==> src/hdl/ssrp_pkg.sv <==
// Shared types, constants and arithmetic helpers for the servo speed ramp block.
// No dependencies; every other file of the block imports this package.
package ssrp_pkg;

  // Channel count of the ramp engine (1 to 4; the channel field is 2 bits wide).
  localparam int unsigned CHANNELS = 3;

  localparam int unsigned CH_W     = 2;
  localparam int unsigned INV_W    = 3;
  localparam int unsigned POS_W    = 18;
  localparam int unsigned PROD_W   = 34;

  localparam logic [POS_W-1:0] FULL_MDEG  = 18'd180000;
  localparam logic [POS_W-1:0] MID_MDEG   = 18'd90000;
  localparam logic [7:0]       MAX_DEG    = 8'd180;
  localparam logic [7:0]       MID_DEG    = 8'd90;
  localparam logic [POS_W-1:0] HALF_DEG   = 18'd500;
  localparam logic [9:0]       MDEG_PER   = 10'd1000;
  localparam logic [11:0]      PULSE_MIN  = 12'd500;
  localparam logic [11:0]      PULSE_MAX  = 12'd2500;
  localparam logic [INV_W-1:0] INV_RESET  = 3'b111;

  // floor(x / 1000) = (x * 268436) >> 28, exact for x below 493447.
  localparam logic [18:0]      RND_RECIP  = 19'd268436;
  // floor(e * 2000 / 180) = (e * 1456400) >> 17, exact for e up to 326.
  localparam logic [20:0]      PULSE_RECIP = 21'd1456400;

  typedef enum logic {
    KIND_SET  = 1'b0,
    KIND_TICK = 1'b1
  } kind_e;

  typedef struct packed {
    logic        kind;
    logic [1:0]  channel;
    logic [7:0]  angle;
    logic [15:0] speed_deg_per_sec;
    logic [31:0] now_ms;
  } in_item_t;

  typedef struct packed {
    logic [1:0]  out_channel;
    logic [11:0] pulse_width_us;
    logic [7:0]  logical_angle;
    logic        moving;
    logic        last;
  } out_item_t;

  typedef enum logic [2:0] {
    ST_IDLE,
    ST_SET,
    ST_SCAN,
    ST_PICK,
    ST_MUL,
    ST_MOVE,
    ST_ROUND,
    ST_EMIT
  } state_e;

  typedef struct packed {
    logic latch;
    logic set_apply;
    logic scan;
    logic idx_inc;
    logic mul;
    logic move;
    logic round;
    logic emit;
  } ssrp_cmd_t;

  typedef struct packed {
    logic out_free;
    logic set_result;
    logic is_tick;
    logic mask_bit;
    logic mask_empty;
  } ssrp_status_t;

  // Round millidegrees (at most 180000) to whole degrees, half up.
  function automatic logic [7:0] round_deg(logic [POS_W-1:0] pos);
    logic [POS_W-1:0] x;
    logic [36:0]      p;
    x = pos + HALF_DEG;
    p = 37'(x) * 37'(RND_RECIP);
    return p[35:28];
  endfunction

  // Pulse width in microseconds for an effective angle of 0 to 180 degrees.
  function automatic logic [11:0] pulse_of(logic [7:0] eff);
    logic [28:0] p;
    p = 29'(eff) * 29'(PULSE_RECIP);
    return PULSE_MIN + p[28:17];
  endfunction

endpackage

==> src/hdl/ssrp_ctrl.sv <==
// Sequencer of the servo speed ramp block: decodes items and walks the channels.
// Depends on ssrp_pkg; drives the command struct of ssrp_datapath.
module ssrp_ctrl (
  input  logic                  clk_i,
  input  logic                  rst_ni,
  input  logic                  in_valid_i,
  input  logic                  in_kind_i,
  output logic                  in_ready_o,
  input  ssrp_pkg::ssrp_status_t status_i,
  output ssrp_pkg::ssrp_cmd_t    cmd_o
);
  import ssrp_pkg::*;

  state_e state_q, state_d;

  always_ff @(posedge clk_i or negedge rst_ni) begin
    if (!rst_ni) begin
      state_q <= ST_IDLE;
    end else begin
      state_q <= state_d;
    end
  end

  always_comb begin
    state_d = state_q;
    unique case (state_q)
      ST_IDLE: begin
        if (in_valid_i) begin
          state_d = (in_kind_i == KIND_TICK) ? ST_SCAN : ST_SET;
        end
      end
      ST_SET: begin
        state_d = status_i.set_result ? ST_EMIT : ST_IDLE;
      end
      ST_SCAN: state_d = ST_PICK;
      ST_PICK: begin
        priority if (status_i.mask_empty) begin
          state_d = ST_IDLE;
        end else if (status_i.mask_bit) begin
          state_d = ST_MUL;
        end else begin
          state_d = ST_PICK;
        end
      end
      ST_MUL:   state_d = ST_MOVE;
      ST_MOVE:  state_d = ST_ROUND;
      ST_ROUND: state_d = ST_EMIT;
      ST_EMIT: begin
        if (status_i.out_free) begin
          state_d = (status_i.is_tick && !status_i.mask_empty) ? ST_PICK : ST_IDLE;
        end
      end
      default: state_d = ST_IDLE;
    endcase
  end

  always_comb begin
    cmd_o      = '0;
    in_ready_o = 1'b0;
    unique case (state_q)
      ST_IDLE: begin
        in_ready_o   = 1'b1;
        cmd_o.latch  = in_valid_i;
      end
      ST_SET:   cmd_o.set_apply = 1'b1;
      ST_SCAN:  cmd_o.scan      = 1'b1;
      ST_PICK:  cmd_o.idx_inc   = !status_i.mask_empty && !status_i.mask_bit;
      ST_MUL:   cmd_o.mul       = 1'b1;
      ST_MOVE:  cmd_o.move      = 1'b1;
      ST_ROUND: cmd_o.round     = 1'b1;
      ST_EMIT: begin
        cmd_o.emit    = status_i.out_free;
        cmd_o.idx_inc = status_i.out_free && status_i.is_tick && !status_i.mask_empty;
      end
      default: cmd_o = '0;
    endcase
  end

endmodule

==> src/hdl/ssrp_datapath.sv <==
// Channel state, ramp arithmetic and output register of the servo speed ramp block.
// Depends on ssrp_pkg; sequenced by ssrp_ctrl through the command struct.
module ssrp_datapath (
  input  logic                  clk_i,
  input  logic                  rst_ni,
  input  logic                  cfg_we_i,
  input  logic [2:0]            cfg_wdata_i,
  input  ssrp_pkg::in_item_t     in_item_i,
  output logic                  out_valid_o,
  input  logic                  out_ready_i,
  output ssrp_pkg::out_item_t    out_item_o,
  input  ssrp_pkg::ssrp_cmd_t    cmd_i,
  output ssrp_pkg::ssrp_status_t status_o
);
  import ssrp_pkg::*;

  localparam logic [CH_W:0] CH_COUNT = (CH_W+1)'(CHANNELS);

  logic [INV_W-1:0] invert_q;
  logic [POS_W-1:0] pos_mem_q   [CHANNELS];
  logic [7:0]       target_q    [CHANNELS];
  logic [15:0]      speed_q     [CHANNELS];
  logic [31:0]      last_time_q [CHANNELS];

  logic [CHANNELS-1:0] mask_q;
  logic [CH_W-1:0]     idx_q;
  in_item_t            item_q;

  logic [PROD_W-1:0] prod_q;
  logic              sat_q;
  logic [POS_W-1:0]  tgt_q;
  logic [POS_W-1:0]  pos_q;
  logic              stop_q;

  logic [CH_W-1:0] res_ch_q;
  logic [7:0]      res_ang_q;
  logic            res_mov_q;
  logic            res_last_q;

  logic      out_valid_q;
  out_item_t out_q;

  // Item decode.
  logic       ch_ok;
  logic [7:0] ang_clamp;
  assign ch_ok     = {1'b0, item_q.channel} < CH_COUNT;
  assign ang_clamp = (item_q.angle > MAX_DEG) ? MAX_DEG : item_q.angle;

  // Channels due on this tick.
  logic [CHANNELS-1:0] mask_new;
  always_comb begin
    for (int c = 0; c < CHANNELS; c++) begin
      mask_new[c] = (speed_q[c] != '0) && (item_q.now_ms != last_time_q[c]);
    end
  end

  logic [31:0] elapsed;
  assign elapsed = item_q.now_ms - last_time_q[idx_q];

  // Step toward the target, stopping on reach or overshoot.
  logic [POS_W-1:0] step;
  logic [POS_W:0]   sum;
  logic [POS_W-1:0] pos_cur;
  logic [POS_W-1:0] pos_next;
  logic             stop;
  assign pos_cur = pos_mem_q[idx_q];
  assign step    = (sat_q || prod_q > PROD_W'(FULL_MDEG)) ? FULL_MDEG : prod_q[POS_W-1:0];
  assign sum     = {1'b0, pos_cur} + {1'b0, step};

  always_comb begin
    if (pos_cur < tgt_q) begin
      stop     = sum >= {1'b0, tgt_q};
      pos_next = stop ? tgt_q : sum[POS_W-1:0];
    end else begin
      stop     = (step >= pos_cur) || ((pos_cur - step) <= tgt_q);
      pos_next = stop ? tgt_q : pos_cur - step;
    end
  end

  logic out_free;
  assign out_free = !out_valid_q || out_ready_i;

  logic [3:0] inv_ext;
  logic [7:0] eff;
  assign inv_ext = {1'b0, invert_q};
  assign eff     = inv_ext[res_ch_q] ? MAX_DEG - res_ang_q : res_ang_q;

  // Control and channel state.
  always_ff @(posedge clk_i or negedge rst_ni) begin
    if (!rst_ni) begin
      invert_q    <= INV_RESET;
      mask_q      <= '0;
      idx_q       <= '0;
      out_valid_q <= 1'b0;
      for (int c = 0; c < CHANNELS; c++) begin
        pos_mem_q[c]   <= MID_MDEG;
        target_q[c]    <= MID_DEG;
        speed_q[c]     <= '0;
        last_time_q[c] <= '0;
      end
    end else begin
      if (cfg_we_i) begin
        invert_q <= cfg_wdata_i;
      end
      if (cmd_i.set_apply && ch_ok) begin
        target_q[item_q.channel] <= ang_clamp;
        if (item_q.speed_deg_per_sec == '0) begin
          pos_mem_q[item_q.channel] <= POS_W'(ang_clamp) * POS_W'(MDEG_PER);
          speed_q[item_q.channel]   <= '0;
        end else begin
          speed_q[item_q.channel]     <= item_q.speed_deg_per_sec;
          last_time_q[item_q.channel] <= item_q.now_ms;
        end
      end
      if (cmd_i.scan) begin
        mask_q <= mask_new;
        idx_q  <= '0;
      end
      if (cmd_i.idx_inc) begin
        idx_q <= idx_q + 1'b1;
      end
      if (cmd_i.mul) begin
        mask_q[idx_q]      <= 1'b0;
        last_time_q[idx_q] <= item_q.now_ms;
      end
      if (cmd_i.move) begin
        pos_mem_q[idx_q] <= pos_next;
        if (stop) begin
          speed_q[idx_q] <= '0;
        end
      end
      if (cmd_i.emit) begin
        out_valid_q <= 1'b1;
      end else if (out_ready_i) begin
        out_valid_q <= 1'b0;
      end
    end
  end

  // Payload registers.
  always_ff @(posedge clk_i) begin
    if (cmd_i.latch) begin
      item_q <= in_item_i;
    end
    if (cmd_i.mul) begin
      prod_q <= PROD_W'(speed_q[idx_q]) * PROD_W'(elapsed[POS_W-1:0]);
      sat_q  <= |elapsed[31:POS_W];
      tgt_q  <= POS_W'(target_q[idx_q]) * POS_W'(MDEG_PER);
    end
    if (cmd_i.move) begin
      pos_q  <= pos_next;
      stop_q <= stop;
    end
    if (cmd_i.set_apply) begin
      res_ch_q   <= item_q.channel;
      res_ang_q  <= ang_clamp;
      res_mov_q  <= 1'b0;
      res_last_q <= 1'b1;
    end
    if (cmd_i.round) begin
      res_ch_q   <= idx_q;
      res_ang_q  <= round_deg(pos_q);
      res_mov_q  <= !stop_q;
      res_last_q <= mask_q == '0;
    end
    if (cmd_i.emit) begin
      out_q.out_channel    <= res_ch_q;
      out_q.pulse_width_us <= pulse_of(eff);
      out_q.logical_angle  <= res_ang_q;
      out_q.moving         <= res_mov_q;
      out_q.last           <= res_last_q;
    end
  end

  assign out_valid_o = out_valid_q;
  assign out_item_o  = out_q;

  assign status_o.out_free   = out_free;
  assign status_o.set_result = ch_ok && (item_q.speed_deg_per_sec == '0);
  assign status_o.is_tick    = item_q.kind == KIND_TICK;
  assign status_o.mask_bit   = mask_q[idx_q];
  assign status_o.mask_empty = mask_q == '0;

endmodule

==> src/hdl/servo_speed_ramp_pulse.sv <==
// Top level of the multi-channel servo speed ramp: pulse widths from angle ramps.
// Depends on ssrp_pkg, ssrp_ctrl and ssrp_datapath.
//
// Usage:
//   Input beats (in_valid_i/in_ready_o, in_item_i) are either set beats, which
//   give a channel a target angle (clamped to 180) and a ramp speed, or tick
//   beats, which carry the millisecond time. A set beat with speed 0 jumps the
//   channel and yields one output beat; a set beat with a nonzero speed, or for
//   a channel beyond the channel count, yields none. A tick beat steps every
//   ramping channel whose time moved and yields one output beat per channel
//   that stepped, in channel order, with last set on the final one.
//   Output beats (out_valid_o/out_ready_i, out_item_o) carry the channel, the
//   pulse width in microseconds after inversion, the rounded angle and a moving
//   flag. cfg_we_i writes the 3-bit inversion mask; write it only while idle.
// Sequence:
//   A set beat passes the set state and, when it yields a result, the emit state,
//   which loads the output register. A tick passes the scan state and then walks
//   the channels: a pick for each channel skipped, and pick, multiply, step, round
//   and emit for each stepping channel; with no channel due it returns to idle.
//   The sequencer walks them through one shared multiply, step and round unit.
//   A new beat is taken once the previous one is done, even while its last
//   result waits.
// Reset: every channel rests at 90 degrees with no ramp, the mask reads 3'b111.
// A stalled receiver holds the output register; the walk waits in the emit
// state for as long as the register stays full.
module servo_speed_ramp_pulse (
  input  logic                clk_i,
  input  logic                rst_ni,
  input  logic                cfg_we_i,
  input  logic [2:0]          cfg_wdata_i,
  input  logic                in_valid_i,
  output logic                in_ready_o,
  input  ssrp_pkg::in_item_t   in_item_i,
  output logic                out_valid_o,
  input  logic                out_ready_i,
  output ssrp_pkg::out_item_t  out_item_o
);
  import ssrp_pkg::*;

  ssrp_cmd_t    cmd;
  ssrp_status_t status;

  // Sequencer: decode the beat, walk the channels, hold on a full output.
  ssrp_ctrl u_ctrl (
    .clk_i      (clk_i),
    .rst_ni     (rst_ni),
    .in_valid_i (in_valid_i),
    .in_kind_i  (in_item_i.kind),
    .in_ready_o (in_ready_o),
    .status_i   (status),
    .cmd_o      (cmd)
  );

  // Datapath: channel state, ramp step, rounding and the output register.
  ssrp_datapath u_datapath (
    .clk_i       (clk_i),
    .rst_ni      (rst_ni),
    .cfg_we_i    (cfg_we_i),
    .cfg_wdata_i (cfg_wdata_i),
    .in_item_i   (in_item_i),
    .out_valid_o (out_valid_o),
    .out_ready_i (out_ready_i),
    .out_item_o  (out_item_o),
    .cmd_i       (cmd),
    .status_o    (status)
  );

  // A result is loaded only when the output register can take it.
  assert property (@(posedge clk_i) disable iff (!rst_ni)
    cmd.emit |-> status.out_free)
    else $error("result loaded over a pending output beat");

  // The pulse width stays within the servo range.
  assert property (@(posedge clk_i) disable iff (!rst_ni)
    out_valid_o |-> (out_item_o.pulse_width_us >= PULSE_MIN &&
                     out_item_o.pulse_width_us <= PULSE_MAX))
    else $error("pulse width out of range");

  // Rounded angle never exceeds full scale.
  assert property (@(posedge clk_i) disable iff (!rst_ni)
    out_valid_o |-> out_item_o.logical_angle <= MAX_DEG)
    else $error("logical angle out of range");

  // No new beat is taken while the sequencer still works on a result.
  assert property (@(posedge clk_i) disable iff (!rst_ni)
    cmd.round |=> !in_ready_o)
    else $error("input taken during a channel update");

endmodule
==> config.mk <==
export PLATFORM = sky130hd
export DESIGN_NAME = servo_speed_ramp_pulse
export DESIGN_NICKNAME = d
export VERILOG_FILES = /design/src/hdl/ssrp_pkg.sv /design/src/hdl/ssrp_ctrl.sv /design/src/hdl/ssrp_datapath.sv /design/src/hdl/servo_speed_ramp_pulse.sv
export SDC_FILE = /design/constraint.sdc
export NUM_CORES = 2
export LEC_CHECK = 0
export ABC_AREA = 1
export BUFFER_PORTS_ARGS = -buffer_cell sky130_fd_sc_hd__buf_2
export CORE_ASPECT_RATIO = 0.7
export CORE_MARGIN = 2
export CORE_UTILIZATION = 30
export DETAILED_ROUTE_END_ITERATION = 6
export SLEW_MARGIN = 20
export SYNTH_ARGS = -nofsm -noshare
export SYNTH_HDL_FRONTEND = slang
export SYNTH_SLANG_ARGS = --single-unit
==> constraint.sdc <==
create_clock -name clk_i -period 8 [get_ports clk_i]
set_input_delay 0.4 -clock clk_i [delete_from_list [all_inputs] [get_ports clk_i]]
set_output_delay 0.4 -clock clk_i [all_outputs]
set_load 0.02 [all_outputs]
==> metrics.yaml <==
grt_pass1_vias: 34800
end_kind: "flop"
insertion_delay_ns: 0.64
cts.sinks: 398
cp-start-kind: "flop"
wl_per_cell_um: 17.8
synth_top_flop_cell: "dfrtp_1"
multi_input_area_um2: 27200
grt_util_all_layers: 0.179
crit_buf_inv: 9
drv_slew: 0
clk_pin_slew_ns: 0.07
required_ns: 8.35
grt_overflow: 0
num_rows: 115
ff_latch_area_um2: 10800
antenna_cells: 0
initial_utilization: 0.301
finalCritPeriodShare: 0.971
gp_congestion: 0.958
design.die.area_um2: 144000
synthArstFlopShare: 0.588
dieHeight_um: 318
ys_seq_area_frac: 0.257
slew_headroom: 0.180
ys_ff_latch: 398
ys_warn_count: 0
hold_violations: 0
ios: 93
nets: 6332
core_area_um2: 140000
max_cap_viol_count: 0
yosysUniqueCellTypes: 61
syn_nets: 6099
drc: 1
cp.arrival_ns: 8.12
dp_hpwl_um: 104000
cp_common_cell: "fa_1"
grt_antenna_before_repair: 2
cts-root-buf: "clkbuf_16"
cp_max_fo: 22
drtIter0Drc: 3431
hp-start: "in_valid_i"
synth_edf_count: 164
status: "finished with violations"
worst_slew_pin_slew_ns: 1.22
startpoint: "u_datapath.idx_q[0]$_DFFE_PN0P_"
dr.pass1.iters: 7
wirelength_um: 130000
portBuffers: 92
clock_path_buffers: 3
die_w_um: 452
fmax_mhz: 129
setup_tns_ns: 0
fin_worst_skew_ns: 0.0453
via_count: 35600
netlist_area_um2: 42200
cp_slowest_cell: "fa_1"
synth_area_per_cell_um2: 8.10
antenna_left: 0
drive_above_1_share: 0.104
synthCells: 5203
grt_pass1_wl_um: 202000
htree_levels: 2
grt_max_degree: 153
viasPerCell: 4.85
n_fill_cell: 14500
cts_tree: "yes"
r2r_start: "u_datapath.idx_q[0]$_DFFE_PN0P_"
post-route-min-period_ns: 7.77
setup_viol: 0
cpPeakStageDelay_ns: 0.57
synthToLayoutAreaGrowth_pct: 14.7
violations: "design-rule violations"
path_class: "flop to flop"
crit_family: "adder cells"
numCtsBuffers: 43
hp-class: "input pin to flop"
logic make-up (layout without fill, tap and decap cells):
family / after synthesis / count (layout) / share of synthesized area
adder cells (fa/ha/maj): 829 / 829 / 0.306
other: 1 / 1 / 0.0000889
flip-flops: 398 / 398 / 0.257
AND/OR/NAND/NOR: 1797 / 1797 / 0.178
AO/OA/AOI/OAI: 779 / 779 / 0.105
XOR/XNOR: 200 / 200 / 0.0417
multiplexers: 24 / 24 / 0.00641
buffers and inverters: 1175 / 1443 / 0.107
per-layer routing:
metal / GRT usage / vias up / part of all wire / wire length, um
li1: - / 17100 / - / -
met1: 0.270 / 17200 / 0.48 / 63200
met2: 0.252 / 1271 / 0.40 / 52800
met3: 0.0530 / 112 / 0.096 / 12500
met4: 0.0252 / 6 / 0.013 / 1680
met5: 0.0130 / - / 0.0022 / 285
worst paths after layout:
| path | cells after the start | slack, ns | end |
|---|---|---|---|
| max in group asynchronous | 3 | 6.21 | u_datapath.speed_q[13]$_DFF_PN0_ |
| min in group asynchronous | 2 | 0.39 | u_datapath.last_time_q[37]$_DFF_PN0_ |
| worst min register to register | 0 | 0.44 | u_datapath.out_item_o[0]$_DFFE_PP_ |
| worst max-delay path | 33 | 0.23 | u_datapath.prod_q[31]$_DFFE_PP_ |
| worst min-delay path | 3 | 0.04 | u_ctrl.state_q[0]$_DFFE_PN0P_ |
| worst max register to register | 33 | 0.23 | u_datapath.prod_q[31]$_DFFE_PP_ |
cells in the final DEF (no fill, tap or decap), types with 19 or more instances in the layout:
master and n:
inv_1 984, fa_1 334, nand4_1 75, o21ai_0 306, nor3_1 33, dfrtp_1 190, inv_2 28, buf_2 91
mux2_2 24, clkbuf_16 44, xor2_1 95, edfxtp_1 164, nand2_1 1006, xnor2_1 104, dlygate4sd3_1 67, a21oi_1 258
dfstp_2 42, nor2_1 380, buf_4 167, ha_1 481, a22oi_1 44, nor4_1 24, nand3_1 188, o21a_1 19
or2_2 28
tightest hold or removal path: stages:
cell and delay, ns:
buf_2 0.10, o32ai_1 0.08, inv_1 0.05
metrics by stage:
stage          cells  area [um^2]  utilization  setup slack [ns]  hold WS (ns)
2_1_floorplan   5203        42200            -           0.00341         0.104
3_5_place_dp    7181        45700        0.326            0.0156         0.423
6_report        7343        48400        0.346             0.231        0.0404
5_1_grt         7343        48400        0.346           -0.0719        0.0362
3_3_place_gp    7181        45700        0.326            0.0752         0.406
4_1_cts         7330        47900        0.342           0.00212       0.00881
final cells by class:
type	count	area share
Timing Repair Buffer	339	0.0542
Clock inverter	27	0.00760
Multi-Input combinational cell	3630	0.562
Tap cell	1872	0.0484
Inverter	1024	0.0801
Sequential cell	398	0.224
Clock buffer	53	0.0241
sequential cells by signal (all words and copies together) (netlist names), 8 cells and up:
signal and count:
u_datapath.prod_q 34, u_datapath.item_q 58, u_datapath.speed_q 48, u_datapath.res_ang_q 8, u_datapath.tgt_q 15, u_datapath.pos_q 18, u_datapath.pos_mem_q 54, u_datapath.out_item_o 24
u_datapath.target_q 24, u_datapath.last_time_q 96
Yosys cell counts (7+ instances only):
library cell  number  area (um^2)
a21o_1            12         90.1
a21oi_1          272         1360
a22oi_1           45          338
a31oi_1           14         87.6
a32oi_1           10         87.6
buf_2             12         60.1
buf_6              7         78.8
clkbuf_1         122          458
dfrtp_1          192         4800
dfstp_2           42         1100
edfxtp_1         164         4920
fa_1             336         6730
ha_1             493         6170
inv_1            989         3710
inv_2             29          109
mux2_2            24          270
nand2_1         1023         3840
nand3_1          191          956
nand4_1           75          469
nor2_1           389         1460
nor3_1            38          190
nor4_1            25          156
o2111ai_1         14          123
o211ai_1          18          135
o21a_1            19          143
o21ai_0          316         1580
o21ai_1            8         40.0
o21bai_1          10         75.1
or2_2             28          175
xnor2_1          104          911
xor2_1            95          832
timing repair:
item                                    4_1_cts  5_1_grt
resized for setup                             1       88
pin swaps                                     0       32
endpoints found under the setup margin        1       21
hold buffers                                 67        0
endpoints found under the hold margin       145        0
setup buffers                                 2       13
Power is not shown: default switching activity piles up to over one toggle a cycle in this logic, so the estimate is an artifact.
